--- src/hw/rtl/idba_pkg.sv ---
// ---------------------------------------------------------------------------
// idba_pkg: shared constants and types for the id bitmap allocator
// Pool size, bitmap word geometry, opcode and status codes.
// ---------------------------------------------------------------------------
package idba_pkg;

  localparam int NUM_IDS  = 256;
  localparam int ID_WORDS = (NUM_IDS + 31) / 32;
  localparam int WORD_W   = $clog2(ID_WORDS);
  // wide enough for an 8-bit request id and for NUM_IDS itself
  localparam int EXT_W    = ($clog2(NUM_IDS + 1) > 9) ? $clog2(NUM_IDS + 1) : 9;
  // compare/subtract steps that reduce a hint byte into the id range
  localparam int PREF_STEPS = (NUM_IDS > 255) ? 0 : 255 / NUM_IDS;
  localparam int TAIL_BITS  = NUM_IDS % 32;

  typedef logic [WORD_W-1:0] word_t;
  typedef logic [EXT_W-1:0]  ext_t;

  localparam word_t       LAST_WORD = WORD_W'(ID_WORDS - 1);
  // bits of the last word that stand for real ids
  localparam logic [31:0] LAST_MASK = (TAIL_BITS == 0) ? 32'hffff_ffff :
                                      32'((64'd1 << TAIL_BITS) - 64'd1);

  typedef enum logic {
    OP_ALLOC = 1'b0,
    OP_FREE  = 1'b1
  } op_e;

  typedef enum logic [1:0] {
    ST_OK        = 2'd0,
    ST_NONE_FREE = 2'd1,
    ST_BAD_FREE  = 2'd2
  } status_e;

  typedef struct packed {
    logic       found;
    logic [4:0] idx;
  } ffs_t;

endpackage

--- src/hw/rtl/idba_ffs.sv ---
// ---------------------------------------------------------------------------
// idba_ffs: free-bit finder for one bitmap word
// Masks off bits past the pool end and returns the lowest free bit.
// ---------------------------------------------------------------------------
module idba_ffs (
  input  idba_pkg::word_t word_i,
  input  logic [31:0]     used_i,
  output idba_pkg::ffs_t  res_o
);

  logic [31:0] avail;

  always_comb begin
    avail = ~used_i & ((word_i == idba_pkg::LAST_WORD) ? idba_pkg::LAST_MASK :
                                                         32'hffff_ffff);
    res_o.found = |avail;
    res_o.idx   = 5'd0;
    for (int i = 31; i >= 0; i--) begin
      if (avail[i]) begin
        res_o.idx = 5'(i);
      end
    end
  end

endmodule

--- src/hw/rtl/id_bitmap_allocator.sv ---
// ---------------------------------------------------------------------------
// id_bitmap_allocator: bitmap id pool with next-fit scan hint
// Flow: an accepted request reads the word of the preferred id (or the freed
//   id) and decides in S_LOOKUP from that one word read; if the preferred id
//   is taken, S_SCAN visits up to ID_WORDS words. One item at a time, limited
//   by the single read port of the bitmap memory; the receiver cannot stall.
// Reset: a clearing pass writes every bitmap word, busy high.
// ---------------------------------------------------------------------------
module id_bitmap_allocator (
  input  logic       clk_i,
  input  logic       rst_ni,
  input  logic       start,
  output logic       busy,
  input  logic       op_i,
  input  logic [7:0] hint_byte_i,
  input  logic [7:0] release_id_i,
  output logic       done_o,
  output logic [7:0] granted_id_o,
  output logic [1:0] status_o
);

  typedef enum logic [1:0] {
    S_CLEAR,
    S_IDLE,
    S_LOOKUP,
    S_SCAN
  } state_e;

  state_e               state_q;
  idba_pkg::op_e        op_q;
  logic [4:0]           bit_q;
  idba_pkg::word_t      word_q, start_word_q, cnt_q, clr_q;
  logic                 bad_q;
  logic                 done_q;
  logic [7:0]           granted_q;
  idba_pkg::status_e    status_q;

  // bitmap memory, registered read
  logic [31:0]          mem [idba_pkg::ID_WORDS];
  logic [31:0]          rdata_q;
  logic                 mem_re, mem_we;
  idba_pkg::word_t      mem_raddr, mem_waddr;
  logic [31:0]          mem_wdata;

  idba_pkg::ext_t       pref, rel;
  idba_pkg::word_t      req_word, next_word;
  logic [4:0]           req_bit;
  logic                 req_bad;
  logic [31:0]          bit_mask;
  idba_pkg::ffs_t       ffs;

  idba_ffs u_ffs (
    .word_i (word_q),
    .used_i (rdata_q),
    .res_o  (ffs)
  );

  always_ff @(posedge clk_i) begin
    if (mem_we) begin
      mem[mem_waddr] <= mem_wdata;
    end
    if (mem_re) begin
      rdata_q <= mem[mem_raddr];
    end
  end

  // request decode: reduce hint into range, split ids into word and bit
  always_comb begin
    pref = idba_pkg::EXT_W'(hint_byte_i);
    for (int i = 0; i < idba_pkg::PREF_STEPS; i++) begin
      if (pref >= idba_pkg::EXT_W'(idba_pkg::NUM_IDS)) begin
        pref = pref - idba_pkg::EXT_W'(idba_pkg::NUM_IDS);
      end
    end
    rel     = idba_pkg::EXT_W'(release_id_i);
    req_bad = (rel == '0) || (rel >= idba_pkg::EXT_W'(idba_pkg::NUM_IDS));
    if (idba_pkg::op_e'(op_i) == idba_pkg::OP_ALLOC) begin
      req_word = idba_pkg::WORD_W'(pref >> 5);
      req_bit  = pref[4:0];
    end else begin
      req_word = idba_pkg::WORD_W'(rel >> 5);
      req_bit  = rel[4:0];
    end
  end

  assign next_word = (word_q == idba_pkg::LAST_WORD) ? '0 :
                     word_q + idba_pkg::WORD_W'(1);
  assign bit_mask  = 32'd1 << bit_q;

  // memory port control; writes only in the state that ends a transaction or in
  // the clearing pass, and accepts come from S_IDLE after, so no read races a write
  always_comb begin
    mem_re    = 1'b0;
    mem_raddr = req_word;
    mem_we    = 1'b0;
    mem_waddr = word_q;
    mem_wdata = rdata_q | bit_mask;
    unique case (state_q)
      S_CLEAR: begin
        mem_we    = 1'b1;
        mem_waddr = clr_q;
        mem_wdata = (clr_q == '0) ? 32'd1 : 32'd0;
      end
      S_IDLE: begin
        mem_re = start;
      end
      S_LOOKUP: begin
        if (op_q == idba_pkg::OP_ALLOC) begin
          if (!rdata_q[bit_q]) begin
            mem_we = 1'b1;
          end else begin
            mem_re    = 1'b1;
            mem_raddr = start_word_q;
          end
        end else if (!bad_q && rdata_q[bit_q]) begin
          mem_we    = 1'b1;
          mem_wdata = rdata_q & ~bit_mask;
        end
      end
      S_SCAN: begin
        if (ffs.found) begin
          mem_we    = 1'b1;
          mem_wdata = rdata_q | (32'd1 << ffs.idx);
        end else if (cnt_q != idba_pkg::LAST_WORD) begin
          mem_re    = 1'b1;
          mem_raddr = next_word;
        end
      end
      default: ;
    endcase
  end

  always_ff @(posedge clk_i or negedge rst_ni) begin
    if (!rst_ni) begin
      state_q      <= S_CLEAR;
      clr_q        <= '0;
      start_word_q <= '0;
      done_q       <= 1'b0;
      op_q         <= idba_pkg::OP_ALLOC;
      bit_q        <= '0;
      word_q       <= '0;
      cnt_q        <= '0;
      bad_q        <= 1'b0;
      granted_q    <= '0;
      status_q     <= idba_pkg::ST_OK;
    end else begin
      done_q <= 1'b0;
      unique case (state_q)
        S_CLEAR: begin
          clr_q <= clr_q + idba_pkg::WORD_W'(1);
          if (clr_q == idba_pkg::LAST_WORD) begin
            state_q <= S_IDLE;
          end
        end
        S_IDLE: begin
          if (start) begin
            op_q    <= idba_pkg::op_e'(op_i);
            word_q  <= req_word;
            bit_q   <= req_bit;
            bad_q   <= req_bad;
            state_q <= S_LOOKUP;
          end
        end
        S_LOOKUP: begin
          if (op_q == idba_pkg::OP_ALLOC) begin
            if (!rdata_q[bit_q]) begin
              done_q    <= 1'b1;
              granted_q <= 8'(idba_pkg::EXT_W'({word_q, bit_q}));
              status_q  <= idba_pkg::ST_OK;
              state_q   <= S_IDLE;
            end else begin
              word_q  <= start_word_q;
              cnt_q   <= '0;
              state_q <= S_SCAN;
            end
          end else begin
            done_q    <= 1'b1;
            granted_q <= '0;
            status_q  <= (!bad_q && rdata_q[bit_q]) ? idba_pkg::ST_OK :
                                                      idba_pkg::ST_BAD_FREE;
            state_q   <= S_IDLE;
          end
        end
        S_SCAN: begin
          if (ffs.found) begin
            done_q       <= 1'b1;
            granted_q    <= 8'(idba_pkg::EXT_W'({word_q, ffs.idx}));
            status_q     <= idba_pkg::ST_OK;
            start_word_q <= word_q;
            state_q      <= S_IDLE;
          end else if (cnt_q == idba_pkg::LAST_WORD) begin
            done_q    <= 1'b1;
            granted_q <= '0;
            status_q  <= idba_pkg::ST_NONE_FREE;
            state_q   <= S_IDLE;
          end else begin
            word_q <= next_word;
            cnt_q  <= cnt_q + idba_pkg::WORD_W'(1);
          end
        end
        default: state_q <= S_IDLE;
      endcase
    end
  end

  assign busy         = (state_q != S_IDLE);
  assign done_o       = done_q;
  assign granted_id_o = granted_q;
  assign status_o     = status_q;

endmodule

--- config.mk ---
export PLATFORM = sky130hd
export DESIGN_NAME = id_bitmap_allocator
export DESIGN_NICKNAME = d
export VERILOG_FILES = /design/src/hw/rtl/idba_pkg.sv /design/src/hw/rtl/idba_ffs.sv /design/src/hw/rtl/id_bitmap_allocator.sv
export SDC_FILE = /design/constraint.sdc
export NUM_CORES = 1
export LEC_CHECK = 0
export BUFFER_PORTS_ARGS = -buffer_cell sky130_fd_sc_hd__buf_2
export CAP_MARGIN = 20
export CELL_PAD_IN_SITES_DETAIL_PLACEMENT = 0
export CELL_PAD_IN_SITES_GLOBAL_PLACEMENT = 1
export CORE_MARGIN = 5
export CORE_UTILIZATION = 30
export DETAILED_ROUTE_END_ITERATION = 10
export PLACE_DENSITY_LB_ADDON = 0.1
export RECOVER_POWER = 100
export SLEW_MARGIN = 25
export SYNTH_ARGS = -nofsm -noshare
export SYNTH_HDL_FRONTEND = slang
export SYNTH_SLANG_ARGS = --single-unit
--- constraint.sdc ---
create_clock -name clk_i -period 3.7 [get_ports clk_i]
set_input_delay 0.185 -clock clk_i [delete_from_list [all_inputs] [get_ports clk_i]]
set_output_delay 0.185 -clock clk_i [all_outputs]
set_load 0.03 [all_outputs]
## Word level (Yosys, flattened, before mapping)

Memory sizes are Yosys's and may differ from the RTL's. A register that Yosys moved wholly into a read port is not among the register bits.
Cells that the tools add are included.

- Divide/modulo/power cells: 0
- $lt $le $gt $ge: 1
- Shift operators: 2
- Multipliers: 0
- Equal/unequal tests: 16
- Reductions and logical operators: 14
- Bitwise operators: 5
- Multiplexer cells: 92
- $add $sub $neg: 3

Operator list:

| kind | count |
|---|---|
| 2-to-1 mux 5 bit | 33 |
| 2-to-1 mux 32 bit | 3 |
| one-hot mux 32 bit (3 select lines) | 1 |
| NOT 32 bit | 2 |
| OR 32 bit | 2 |
| left shift 1 x 5 -> 32 bit, first input constant | 2 |
| 2-to-1 mux 3 bit | 16 |
| AND 32 bit | 1 |
| 2-to-1 mux 8 bit | 4 |
| OR reduction 32 bit | 1 |
| 2-to-1 mux 2 bit | 10 |
| one-hot mux 8 bit (2 select lines) | 1 |
| 2-to-1 mux 1 bit | 15 |
| != test 2 bit, second input constant | 6 |
| one-hot mux 3 bit (2 select lines) | 2 |
| adder 3 x 1 -> 3 bit, second input constant | 3 |
| == test 3 bit, second input constant | 3 |
| != test 3 bit, second input constant | 3 |
| one-hot mux 3 bit (3 select lines) | 1 |
| logical NOT 8 bit | 1 |
| one-hot mux 2 bit (4 select lines) | 1 |
| < comparator 5 x 6 -> 1 bit, second input constant | 1 |
| one-hot mux 1 bit (3 select lines) | 2 |
| AND reduction 3 bit | 2 |
| other kinds (15) | 17 |

- Bits of input ports: 20
- Output and inout port bits: 12
- Memories: 1
- Bits in read-only memories: 0
- Bits in latches: 0
- RAM bits: 256
- Bits in registers: 32

Memories:

| name | words | bits a word | rd ports | clocked after Yosys merged registers in | write ports | RTL line | text |
|---|---|---|---|---|---|---|---|
| mem | 8 | 32 | 1 | 1 | 1 | id_bitmap_allocator.sv:39 | `logic [31:0] mem [idba_pkg::ID_WORDS];` |

## Depth between registers and ports, before layout

Gate-level depths: netlist of the first run.

- Depth after elaboration: 37
- Gate-level depth with buffers: 13
- Mapped depth without buffers: 10

## Cells and area by module

A second synthesis of the first run with hierarchy kept.

- Cell total of the unflattened synthesis: 1027
- Area total of the unflattened synthesis: 14939.3 um^2

Modules (own cells, without submodules):

| module | cells each | instances | sequential area each (um^2) | area each (um^2) |
|---|---|---|---|---|
| id_bitmap_allocator | 961 | 1 | 9449.1 | 14546.5 |
| idba_ffs | 66 | 1 | 0.0 | 392.9 |

## Worst setup path after synthesis of the first run

Ideal clock, no wire load.

- Path kind: reg2reg
- Start: reg bit_q[1]
- End: mem mem[6][0], enable pin
- Data arrival time: 3631 ps
- Library setup time: 421 ps
- Required time: 3279 ps
- Buffers on the path: 3
- Setup slack: -352 ps
- Cell stages (with the launch flop): 12
- Cells stage by stage: dfrtp_1 buf_4 buf_2 mux2i_1 nand3_1 nand4_1 and4_1 buf_2 nor3b_1 o21ai_0 a311o_1 nor2_1

- Cells in the longest elaborated chain, start to end: 8

Ends and longest elaborated chain:

| item | RTL line | text |
|---|---|---|
| start, declared | id_bitmap_allocator.sv:31 | `logic [4:0] bit_q;` |
| start signal, assigned | id_bitmap_allocator.sv:159 | `bit_q <= req_bit;` |
| binary-select mux 1 bit (select 5 bit) * | id_bitmap_allocator.sv:109, id_bitmap_allocator.sv:115 |  |
| 2-to-1 mux 1 bit (implied by the code) * | id_bitmap_allocator.sv:109, id_bitmap_allocator.sv:115 |  |
| logical AND 1 bit | id_bitmap_allocator.sv:115 | `end else if (!bad_q && rdata_q[bit_q]) begin` |
| 2-to-1 mux 1 bit | id_bitmap_allocator.sv:115 |  |
| 2-to-1 mux 1 bit * | id_bitmap_allocator.sv:108 | `if (op_q == idba_pkg::OP_ALLOC) begin` |
| one-hot mux 1 bit (3 select lines) * | id_bitmap_allocator.sv:98 | `unique case (state_q)` |
| 2-to-1 mux 1 bit * | id_bitmap_allocator.sv:59 | `if (mem_we) begin` |
| 2-to-1 mux 1 bit (implied by the code) * | id_bitmap_allocator.sv:60 | `mem[mem_waddr] <= mem_wdata;` |
| end, declared | id_bitmap_allocator.sv:39 |  |

Every way passes the cells marked *; elsewhere a longest branch is shown, timed or not. The select of a mux whose other input is x is not followed.

## Worst setup path in the final report of the first run

- Start: reg bit_q[1]
- End: mem mem[6][6] (data pin)

- Cells in the longest elaborated chain, start to end: 6

Ends and longest elaborated chain:

| item | RTL line | text |
|---|---|---|
| binary-select mux 1 bit (select 5 bit) or left shift 1 x 5 -> 32 bit (tied branches) | id_bitmap_allocator.sv:115, id_bitmap_allocator.sv:88 |  |
| 2-to-1 mux 1 bit (implied by the code) or NOT 32 bit (tied branches) | id_bitmap_allocator.sv:115, id_bitmap_allocator.sv:117 |  |
| logical AND 1 bit or AND 32 bit (tied branches) | id_bitmap_allocator.sv:115, id_bitmap_allocator.sv:117 |  |
| 2-to-1 mux 32 bit | id_bitmap_allocator.sv:115 |  |
| 2-to-1 mux 32 bit | id_bitmap_allocator.sv:108 |  |
| one-hot mux 32 bit (3 select lines) * | id_bitmap_allocator.sv:98 |  |
| via mem_wdata[6] | id_bitmap_allocator.sv:43 | `logic [31:0] mem_wdata;` |

Mark *: on every way through the listed nets, which the timed path passes. The rest lies on a longest branch. The select of a mux whose other input is x is not followed.

==> flow_metrics.env, run 1 <==
export IMPL_status="complete, but fails checks"
export IMPL_failed_checks="max-capacitance violations, max-slew violations"
export IMPL_yosysUniqueCellTypes=56
export IMPL_crit_path_max_fanout=22
export IMPL_die_w_um=234.6
export IMPL_path_class="reg2reg"
export IMPL_clock_latency_ns=0.54
export IMPL_cp_end_kind="flip-flop"
export IMPL_dp_slack_ns=0.001222
export IMPL_initial_utilization_pct=30.21
export IMPL_synth_area_um2=15130
export IMPL_tightest_slew_ns=1.912
export IMPL_fin_tns_setup_ns=0
export IMPL_min_period_ns=3.607
export IMPL_synth_edf_count=288
export IMPL_portBuffers=31
export IMPL_syn_inst=1113
export IMPL_yosysWarnings=0
export IMPL_cp_endpoint="mem[6][6]"
export IMPL_powerDensity_nw_per_um2=947.5
export IMPL_mostFrequentLayoutCells="288 x edfxtp_1, 219 x mux2i_1, 78 x buf_4, 61 x nand2_1, 55 x o21ai_0"
export IMPL_antenna_found_initial=0
export IMPL_fp_dieH_um=234.6
export IMPL_die_area_um2=55010
export IMPL_hold_slack_ns=0.03389
export IMPL_drive_gt1_share_pct=19.42
export IMPL_rows=82
export IMPL_setup_violations=0
export IMPL_async_flop_share_pct=10.00
export IMPL_yosys_area_share_simple_pct=7.874
export IMPL_drt_first_pass_iters=5
export IMPL_wl_per_cell_um=23.13
export IMPL_hold_path_class="in2reg"
export IMPL_nets=1286
export IMPL_r2r_start="bit_q[1]"
export IMPL_peakVddDrop_v=0.0003935
export IMPL_htreeDepth=2
export IMPL_layout_commonest_cell="edfxtp_1"
export IMPL_synth_ff_type="edfxtp_1"
export IMPL_drt_iter0_drc=680
export IMPL_route_vias_total=9761
export IMPL_hold_violations=0
export IMPL_drc=0
export IMPL_startpoint_type="flip-flop"
export IMPL_timing_slew_headroom_pct=-27.46
export IMPL_grt_usage_pct=16.42
export IMPL_numCtsBuffers=37
export IMPL_grt_pass1_vias=9700
export IMPL_wirelength_um=45200
export IMPL_synth_top_family_by_area="multiplexers"
export IMPL_slew_viol_final=33
export IMPL_skew_ns=0.01214
export IMPL_crit_arrival_ns=3.89
export IMPL_synth_mux_area_fraction_pct=17.69
export IMPL_setup_ws_ns=0.09319
export IMPL_numClockSinks=320
export IMPL_synth_fa_ha_area_share_pct=0.9926
export IMPL_r2r_cells=10
export IMPL_ys_seq_elements=320
export IMPL_vias_per_cell=4.995
export IMPL_fin_util_pct=36.41
export IMPL_cts_root_buf="clkbuf_16"
export IMPL_syn2layout_area_growth_pct=20.50
export IMPL_grt_max_degree=37
export IMPL_cp_required_ns=3.98
export IMPL_hpwl_um=29980
export IMPL_io_pins=32
export IMPL_p_leak_nw=6.733
export IMPL_drv_cap=1
export IMPL_postRouteAntennaNets=0
export IMPL_fin_crit_sh_pct=97.48
export IMPL_finalInstanceArea_um2=18230
export IMPL_n_antenna_cell=0
export IMPL_rsz0062_at_grt="false"
export IMPL_placed_area_um2=17130
export IMPL_synth_compound_area_share_pct=7.874
export IMPL_max_freq_mhz=277.3
export IMPL_r2r_slack_ns=0.09
export IMPL_cts_tree="yes"
export IMPL_clk_pin_slew_ns=0.06
export IMPL_core_area_um2=50070
export IMPL_ys_seq_area_share_pct=62.46
export IMPL_avgSynthCellArea_um2=13.59
export IMPL_grt_ovfl_total=0
export IMPL_gp_congestion=0.8508
export IMPL_timing_critical_path_from="bit_q[1]"
export IMPL_grt_first_pass_wirelength_um=66370
export IMPL_synth_xor_area_share_pct=0.05790
export IMPL_r2r_end="mem[6][6]"
export IMPL_clock_path_buffers=3
export IMPL_synthesis_nets=1145
-- through the flow --
step	std cells	power, mW
after floorplan	1113	10.61
after global placement	1872	13.99
after detailed placement	1872	13.99
after CTS	1951	17.79
after global routing	1954	18.28
final	1954	17.27
-- layer usage --
| metal | part of all wire, % | GRT usage (%) | wire length, um | up-vias |
|---|---|---|---|---|
| li1 | - | - | - | 4589 |
| met1 | 49 | 24.50 | 22100 | 4938 |
| met2 | 46 | 25.80 | 20600 | 181 |
| met3 | 3.7 | 2.050 | 1659 | 53 |
| met4 | 1.8 | 3.485 | 830 | 0 |
| met5 | 0 | 0 | 0 | - |
-- how the worst min path moves through the flow --
stage	slack [ns]	from	endpoint	cells past startpoint
floorplan	-0.11	rst_ni	bad_q	0
global placement	0.32	rst_ni	granted_id_o[5]	1
detailed placement	0.32	rst_ni	granted_id_o[5]	1
CTS	0.008	release_id_i[0]	bit_q[0]	3
global route	0.06	release_id_i[2]	bit_q[2]	3
finish	0.03	release_id_i[2]	bit_q[2]	3
-- where the power goes --
group / leakage, nW / internal, mW / switching [mW]
clock: 0.608 / 2.28 / 1.42
sequential: 3.05 / 5.76 / 0.532
combinational: 3.07 / 2.71 / 4.57
total: 6.73 / 10.8 / 6.52
-- area by class of cell --
cell class	instances	area, um^2
Timing Repair Buffer	169	1309
Inverter	21	78.83
Clock buffer	45	1008
Multi-Input combinational cell	705	5316
Clock inverter	22	226.5
Fill cell	4987	31840
Tap cell	672	840.8
Sequential cell	320	9449
-- Yosys cell counts, types with 3 or more instances --
| cell | n | area share [%] |
|---|---|---|
| inv_1 | 20 | 0.50 |
| nand3_1 | 30 | 0.99 |
| dfrtp_1 | 32 | 5.3 |
| nor3_1 | 14 | 0.46 |
| buf_2 | 11 | 0.36 |
| a311o_1 | 4 | 0.26 |
| ha_1 | 12 | 0.99 |
| nand4_1 | 16 | 0.66 |
| nor2b_1 | 16 | 0.66 |
| buf_6 | 14 | 1.0 |
| edfxtp_1 | 288 | 57 |
| nand3b_1 | 3 | 0.15 |
| and3_1 | 3 | 0.12 |
| o22ai_1 | 5 | 0.21 |
| a41oi_1 | 3 | 0.17 |
| nand2_1 | 61 | 1.5 |
| a21o_1 | 4 | 0.20 |
| buf_1 | 3 | 0.074 |
| nand2b_1 | 7 | 0.29 |
| nor2_1 | 59 | 1.5 |
| o221ai_1 | 7 | 0.41 |
| a32oi_1 | 3 | 0.17 |
| clkbuf_2 | 3 | 0.099 |
| mux2_2 | 43 | 3.2 |
| o21ai_0 | 55 | 1.8 |
| o211ai_1 | 22 | 1.1 |
| a31oi_1 | 14 | 0.58 |
| a22oi_1 | 7 | 0.35 |
| or2_2 | 6 | 0.25 |
| mux2i_1 | 219 | 14 |
| or3_1 | 3 | 0.12 |
| clkbuf_1 | 34 | 0.84 |
| nor3b_1 | 4 | 0.20 |
| a21oi_1 | 45 | 1.5 |
| a211oi_1 | 4 | 0.20 |
| or3b_2 | 4 | 0.23 |
| nor4_1 | 7 | 0.29 |
| and2_1 | 3 | 0.12 |
-- worst max-delay path, stage by stage (launching register included) --
cell and delay [ns]:
dfrtp_1 0.40, buf_12 0.17, mux2i_1 0.15, a22oi_1 0.20, nand4_1 0.23, and4_1 0.42, or3b_2 0.58, clkbuf_1 0.32
nor4_1 0.50, o32ai_1 0.17, buf_4 0.19
-- registers in the layout, indices dropped and copies added, names as in the netlist, 3 cells and up --
name and cells:
bit_q 5, clr_q 3, cnt_q 3, granted_id_o 8, mem 256, rdata_q 32
start_word_q 3, word_q 3
-- logic make-up after synthesis --
logic type,after synthesis
AOI/OAI and AO/OA,188
buffers and inverters,88
DFF,320
and+or+nand+nor,242
adders and majority gates,12
xor gates and xnor gates,1
muxes,262
-- timing repair --
action,CTS,global route
endpoints found under the setup margin,1,11
gates resized for setup,0,3
endpoints found under the hold margin,38,0
hold buffers,11,0
gates cloned,0,1
setup buffers,1,2
pin swaps,0,2
No activity file was read; power rests on OpenSTA's default activity.
==> inputs of run 2 (changes only) <==
ABC_AREA = 1   (was unset)
==> run 2 against run 1 <==
  * The run still ends with max-capacitance violations, max-slew violations left
  * Sequential share of layout area grew 1.2 points
  * Non-clock buffer count shrank 23
  * Cell count grew 14%
  * Final area shrank 2.3%
  * Via count grew 14%
  * Power shrank 1.5%
  * Critical path type unchanged
  * Highest routed layer unchanged
==> flow_metrics.env, run 2 <==
export IMPL_status="complete, but fails checks"
export IMPL_failed_checks="max-capacitance violations, max-slew violations"
export IMPL_fp_dieH_um=232.3
export IMPL_cts_tree="yes"
export IMPL_r2r_cells=18
export IMPL_r2r_start="rdata_q[5]"
export IMPL_yosysMostFrequentCell="edfxtp_1"
export IMPL_mostFrequentLayoutCells="288 x edfxtp_1, 278 x nor2_1, 167 x o21ai_0, 147 x nand2_1, 84 x inv_1"
export IMPL_syn2layout_area_growth_pct=20.14
export IMPL_peakVddDrop_v=0.0003696
export IMPL_yosysWarnings=0
export IMPL_grt_pass1_vias=10880
export IMPL_yosys_area_top_type="edfxtp_1"
export IMPL_wirelength_um=48060
export IMPL_hpwl_um=30540
export IMPL_gp_congestion=0.8817
export IMPL_regMostFlops="mem"
export IMPL_hold_path_depth=3
export IMPL_min_to="op_q"
export IMPL_grt_max_degree=39
export IMPL_postRouteAntennaNets=0
export IMPL_route_vias_total=11110
export IMPL_numClockSinks=320
export IMPL_hold_violations=0
export IMPL_drt_iter0_drc=812
export IMPL_die_area_um2=53980
export IMPL_clk_pin_slew_ns=0.06
export IMPL_portBuffers=31
export IMPL_n_antenna_cell=0
export IMPL_nets=1564
export IMPL_max_freq_mhz=287.2
export IMPL_drv_cap=1
export IMPL_synthesis_nets=1452
export IMPL_ys_seq_elements=320
export IMPL_async_flop_share_pct=10.00
export IMPL_largest_reg_flops=256
export IMPL_r2r_end="rdata_q[7]"
export IMPL_path_class="reg2reg"
export IMPL_drive_gt1_share_pct=14.98
export IMPL_crit_path_max_fanout=28
export IMPL_synth_ff_type="edfxtp_1"
export IMPL_startpoint_type="flip-flop"
export IMPL_rsz0062_at_grt="true"
export IMPL_r2r_slack_ns=0.22
export IMPL_wl_per_cell_um=21.59
export IMPL_cts_root_buf="clkbuf_16"
export IMPL_io_pins=32
export IMPL_p_leak_nw=6.465
export IMPL_total_power_mw=17.01
export IMPL_die_w_um=232.3
export IMPL_synth_edf_count=288
export IMPL_avgSynthCellArea_um2=10.44
export IMPL_fin_util_pct=36.40
export IMPL_yosys_top_cells_count="288 x edfxtp_1, 282 x nor2_1, 170 x o21ai_0"
export IMPL_grt_first_pass_wirelength_um=71860
export IMPL_fin_cells=2226
export IMPL_rows=81
export IMPL_synth_area_um2=14830
export IMPL_clock_latency_ns=0.57
export IMPL_numCtsBuffers=40
export IMPL_yosysUniqueCellTypes=46
export IMPL_initial_utilization_pct=30.29
export IMPL_post_place_cells=2143
export IMPL_antenna_found_initial=0
export IMPL_clock_path_buffers=3
export IMPL_synth_area_leaders="edfxtp_1 58%, nor2_1 7.1%, o21ai_0 5.7%"
export IMPL_syn_inst=1420
export IMPL_cp_required_ns=4.09
export IMPL_hp_start="start"
export IMPL_layout_commonest_cell="edfxtp_1"
export IMPL_skew_ns=0.02185
export IMPL_slew_viol_final=33
export IMPL_powerDensity_nw_per_um2=954.6
export IMPL_ys_seq_area_share_pct=63.72
export IMPL_drt_first_pass_iters=7
export IMPL_drc=0
export IMPL_min_period_ns=3.482
export IMPL_synth_top_area_share_pct=58.32
export IMPL_vias_per_cell=4.991
export IMPL_timing_slew_headroom_pct=-26.19
export IMPL_htreeDepth=2
export IMPL_fin_crit_sh_pct=94.11
export IMPL_hold_path_class="in2reg"
export IMPL_core_area_um2=48950
export IMPL_grt_ovfl_total=0
export IMPL_setup_violations=0
export IMPL_grt_usage_pct=17.71
export IMPL_crit_arrival_ns=3.87
export IMPL_cp_end_kind="flip-flop"
export IMPL_nFillCells=4965
export IMPL_tightest_slew_ns=1.893
[run 2: logic make-up (layout without fill, tap and decap cells)]
logic type	count (synthesis)	count (layout)	share of synthesized area [%]
AND/OR/NAND/NOR	535	535	15.03
AO/OA/AOI/OAI	382	382	15.31
flip-flops	320	320	63.72
buffers and inverters	170	312	4.868
adder cells (fa/ha/maj)	12	12	1.012
XOR/XNOR	1	1	0.05907
[run 2: worst max path at each step]
stage                startpoint         end  slack (ns)  depth (start not counted)
floorplan              bit_q[1]   mem[6][0]       -0.83                         13
global placement    rdata_q[30]  mem[1][26]        0.15                         34
detailed placement  rdata_q[30]  mem[1][26]        0.16                         20
CTS                 rdata_q[30]  mem[7][26]        0.12                         20
global route        rdata_q[31]  mem[2][23]      -0.005                         35
finish               rdata_q[5]  rdata_q[7]        0.22                         18
[run 2: per-layer routing]
layer / part of all wire, % / wire length, um / vias to the layer above / GRT usage [%]
met3: 4.4 / 2134 / 60 / 2.580
li1: - / - / 5322 / -
met4: 2.2 / 1075 / 0 / 4.911
met2: 45 / 21860 / 249 / 28.25
met1: 48 / 22990 / 5478 / 25.32
met5: 0 / 0 / - / 0
[run 2: area by class of cell]
| cell class | count | area, um^2 | share of cell area [%] |
|---|---|---|---|
| Timing Repair Buffer | 146 | 1224 | 6.868 |
| Clock buffer | 51 | 1084 | 6.082 |
| Tap cell | 664 | 830.8 | 4.663 |
| Sequential cell | 320 | 9450 | 53.04 |
| Multi-Input combinational cell | 930 | 4715 | 26.46 |
| Clock inverter | 21 | 157.7 | 0.8849 |
| Inverter | 94 | 355.3 | 1.995 |
[run 2: worst max-delay path, cell delays in order, from the launching register on]
cell and delay [ns]:
edfxtp_1 0.46, inv_1 0.11, nor4_2 0.45, nand2_2 0.14, nor2_4 0.16, inv_1 0.11, nor3_2 0.24, nor2_1 0.12
nor2_4 0.15, inv_2 0.06, nor2_4 0.09, inv_2 0.05, a21oi_4 0.25, buf_12 0.26, buf_4 0.18, o21ai_2 0.05
o22ai_1 0.15, nor2_1 0.05, a31oi_1 0.17
[run 2: repair_timing]
| item | CTS | global route |
|---|---|---|
| setup endpoints to repair | 0 | 105 |
| hold buffers | 11 | 0 |
| endpoints found under the hold margin | 38 | 0 |
| resized for setup | 0 | 14 |
| setup buffers | 0 | 0 |
[run 2: metrics by stage]
step                      worst slack (ns)  TNS (ns)  instance area (um^2)  hold WS, ns
final                               0.2180         0                 17820      0.06168
after global placement              0.1524         0                 16580       0.3108
after global routing             -0.005405  -0.08575                 17820      0.07783
after detailed placement            0.1587         0                 16580       0.3014
after floorplan                    -0.8347   -213.68                 14830      -0.1106
after CTS                           0.1168         0                 17940      0.03536
[run 2: power breakdown]
part           internal [mW]  switching, mW
clock                   2.15           1.52
sequential              5.85          0.515
combinational           2.10           4.87
==> inputs of run 3 (changes only) <==
clock period = 4.4 ns   (was 3.7 ns; I/O delays follow)
==> run 3 against run 2 <==
  * The flow still finishes with violations (max-capacitance violations, max-slew violations)
  * Clock skew down 0.0022 ns
  * Non-clock buffer count down 40
  * Register-to-register slack better by 0.05 ns
  * Clock-buffer cell count down 5
==> flow_metrics.env, run 3 (synthesis gave the netlist of run 2 again) <==
export IMPL_cp_endpoint="rdata_q[4]"
export IMPL_slowest_stage="dfrtp_1"
export IMPL_rsz0062_at_grt="false"
export IMPL_die_w_um=232.3
export IMPL_status="complete, but fails checks"
export IMPL_numCtsBuffers=38
export IMPL_wirelength_um=47940
export IMPL_route_vias_total=10920
export IMPL_clk_pin_slew_ns=0.06
export IMPL_path_depth=20
export IMPL_r2r_end="rdata_q[4]"
export IMPL_antenna_found_initial=0
export IMPL_clock_latency_ns=0.54
export IMPL_min_period_ns=4.131
export IMPL_nets=1522
export IMPL_drv_cap=1
export IMPL_drt_iter0_drc=829
export IMPL_fin_cells=2183
export IMPL_postRouteAntennaNets=0
export IMPL_crit_buf_inv=6
export IMPL_r2r_slack_ns=0.27
export IMPL_fin_crit_sh_pct=93.88
export IMPL_wl_per_cell_um=21.96
export IMPL_path_class="reg2reg"
export IMPL_cp_required_ns=4.71
export IMPL_crit_top_cell="inv_2"
export IMPL_p_leak_nw=6.205
export IMPL_postCtsSetupRepairBufs=0
export IMPL_drt_first_pass_iters=7
export IMPL_failed_checks="max-capacitance violations, max-slew violations"
export IMPL_post_place_cells=2104
export IMPL_setup_violations=0
export IMPL_cts_root_buf="clkbuf_16"
export IMPL_cp_slowest_stage_delay_ns=0.52
export IMPL_crit_chain="inv_2 -> nor2_4 -> inv_2 -> o22ai_1 -> a221oi_1 -> nand2_1 -> o311ai_0 -> nand3_1 -> nand2_1 -> nor2_2 -> inv_2 -> o211ai_1 -> nand3_4 -> inv_4 -> buf_12 -> buf_12 -> nor2_1 -> nor2_1 -> o21ai_0 -> a31oi_1"
export IMPL_clock_path_buffers=3
export IMPL_max_freq_mhz=242.1
export IMPL_fin_util_pct=35.50
export IMPL_peakVddDrop_v=0.0003283
export IMPL_fp_dieH_um=232.3
export IMPL_io_pins=32
export IMPL_hold_violations=0
export IMPL_drc=0
export IMPL_cts_tree="yes"
export IMPL_drive_gt1_share_pct=11.00
export IMPL_portBuffers=31
export IMPL_nFillCells=4991
export IMPL_skew_ns=0.01966
export IMPL_total_power_mw=14.16
export IMPL_slew_viol_final=33
export IMPL_grt_ovfl_total=0
export IMPL_timing_slew_headroom_pct=-22.37
export IMPL_grt_pass1_vias=10980
export IMPL_powerDensity_nw_per_um2=815.2
export IMPL_cp_end_kind="flip-flop"
export IMPL_die_area_um2=53980
export IMPL_grt_usage_pct=17.72
export IMPL_timing_critical_path_from="bit_q[1]"
export IMPL_cpLargestDelayFamily="compound AO/OA/AOI/OAI gates"
export IMPL_rows=81
export IMPL_syn2layout_area_growth_pct=17.17
export IMPL_gp_congestion=0.9093
export IMPL_fin_tns_setup_ns=0
export IMPL_grt_first_pass_wirelength_um=72240
export IMPL_vias_per_cell=5.002
export IMPL_r2r_start="bit_q[1]"
export IMPL_regMostFlops="mem"
export IMPL_tightest_slew_ns=1.836
export IMPL_startpoint_type="flip-flop"
export IMPL_hold_path_class="in2reg"
export IMPL_initial_utilization_pct=30.29
export IMPL_hold_slack_ns=0.06376
export IMPL_layout_commonest_cell="edfxtp_1"
export IMPL_largest_reg_flops=256
export IMPL_crit_path_max_fanout=32
export IMPL_crit_arrival_ns=4.44
export IMPL_numClockSinks=320
export IMPL_r2r_cells=20
export IMPL_htreeDepth=2
export IMPL_hpwl_um=29670
export IMPL_mostFrequentLayoutCells="288 x edfxtp_1, 283 x nor2_1, 186 x o21ai_0, 148 x nand2_1, 83 x inv_1"
export IMPL_core_area_um2=48950
export IMPL_grt_max_degree=129
[run 3: cell count changes in the layout (fill, tap and decap cells not counted), moves of 5 or more]
cell | before | now
buf_6 | 5 | 0
nor2_1 | 278 | 283
clkbuf_1 | 25 | 38
buf_4 | 61 | 27
bufinv_16 | 1 | 8
o21ai_0 | 167 | 186
o21ai_2 | 24 | 16
buf_12 | 17 | 9
o21ai_1 | 14 | 3
nor2_2 | 7 | 1
[run 3: what timing repair did]
item | in CTS | in global routing
resized for setup | 0 | 5
hold buffers | 10 | 0
hold endpoints to repair | 38 | 0
setup endpoints to repair | 0 | 2
[run 3: how the worst min path moves through the flow]
stage                        start  endpoint  slack (ns)  depth (start not counted)
floorplan                   rst_ni     bad_q       -0.08                          0
global placement            rst_ni  clr_q[0]        0.34                          1
detailed placement          rst_ni  clr_q[0]        0.33                          1
CTS                 hint_byte_i[1]  bit_q[1]       0.005                          3
global route        hint_byte_i[1]  bit_q[1]        0.04                          3
finish              hint_byte_i[1]  bit_q[1]        0.06                          3
[run 3: where the power goes]
part | internal, mW | switching (mW)
registers | 4.93 | 0.435
logic | 1.43 | 4.04
clock network | 2.09 | 1.24
total | 8.45 | 5.71
[run 3: worst reg2reg max path, delay by kind of cell, from the launching register on]
| kind | cells | cell delay [ns] |
|---|---|---|
| AO/OA/AOI/OAI | 6 | 1.23 |
| buffers and inverters | 6 | 1.11 |
| AND/OR/NAND/NOR | 8 | 1.02 |
| flip-flops | 1 | 0.52 |
[run 3: area by class of cell]
class	instances	area (um^2)	share of cell area [%]
Sequential cell	320	9450	54.39
Tap cell	664	830.8	4.781
Antenna cell	1	2.502	0.01440
Clock buffer	46	1002	5.768
Timing Repair Buffer	106	757.0	4.357
Inverter	94	357.8	2.059
Clock inverter	22	311.5	1.793
Multi-Input combinational cell	930	4663	26.84
[run 3: stage by stage]
step                setup slack (ns)  instance area, um^2
floorplan                    -0.1347                14830
global placement              0.1595                16180
detailed placement            0.1714                16180
CTS                           0.1300                17590
global route                 0.03625                17370
finish                        0.2692                17380
[run 3: routing by layer]
metal / GRT usage [%] / wire (um) / vias to the layer above
met1: 25.08 / 22970 / 5377
met4: 5.059 / 1097 / 0
met3: 3.094 / 2029 / 63
li1: - / - / 5246
met5: 0 / 0 / -
met2: 28.13 / 21850 / 233
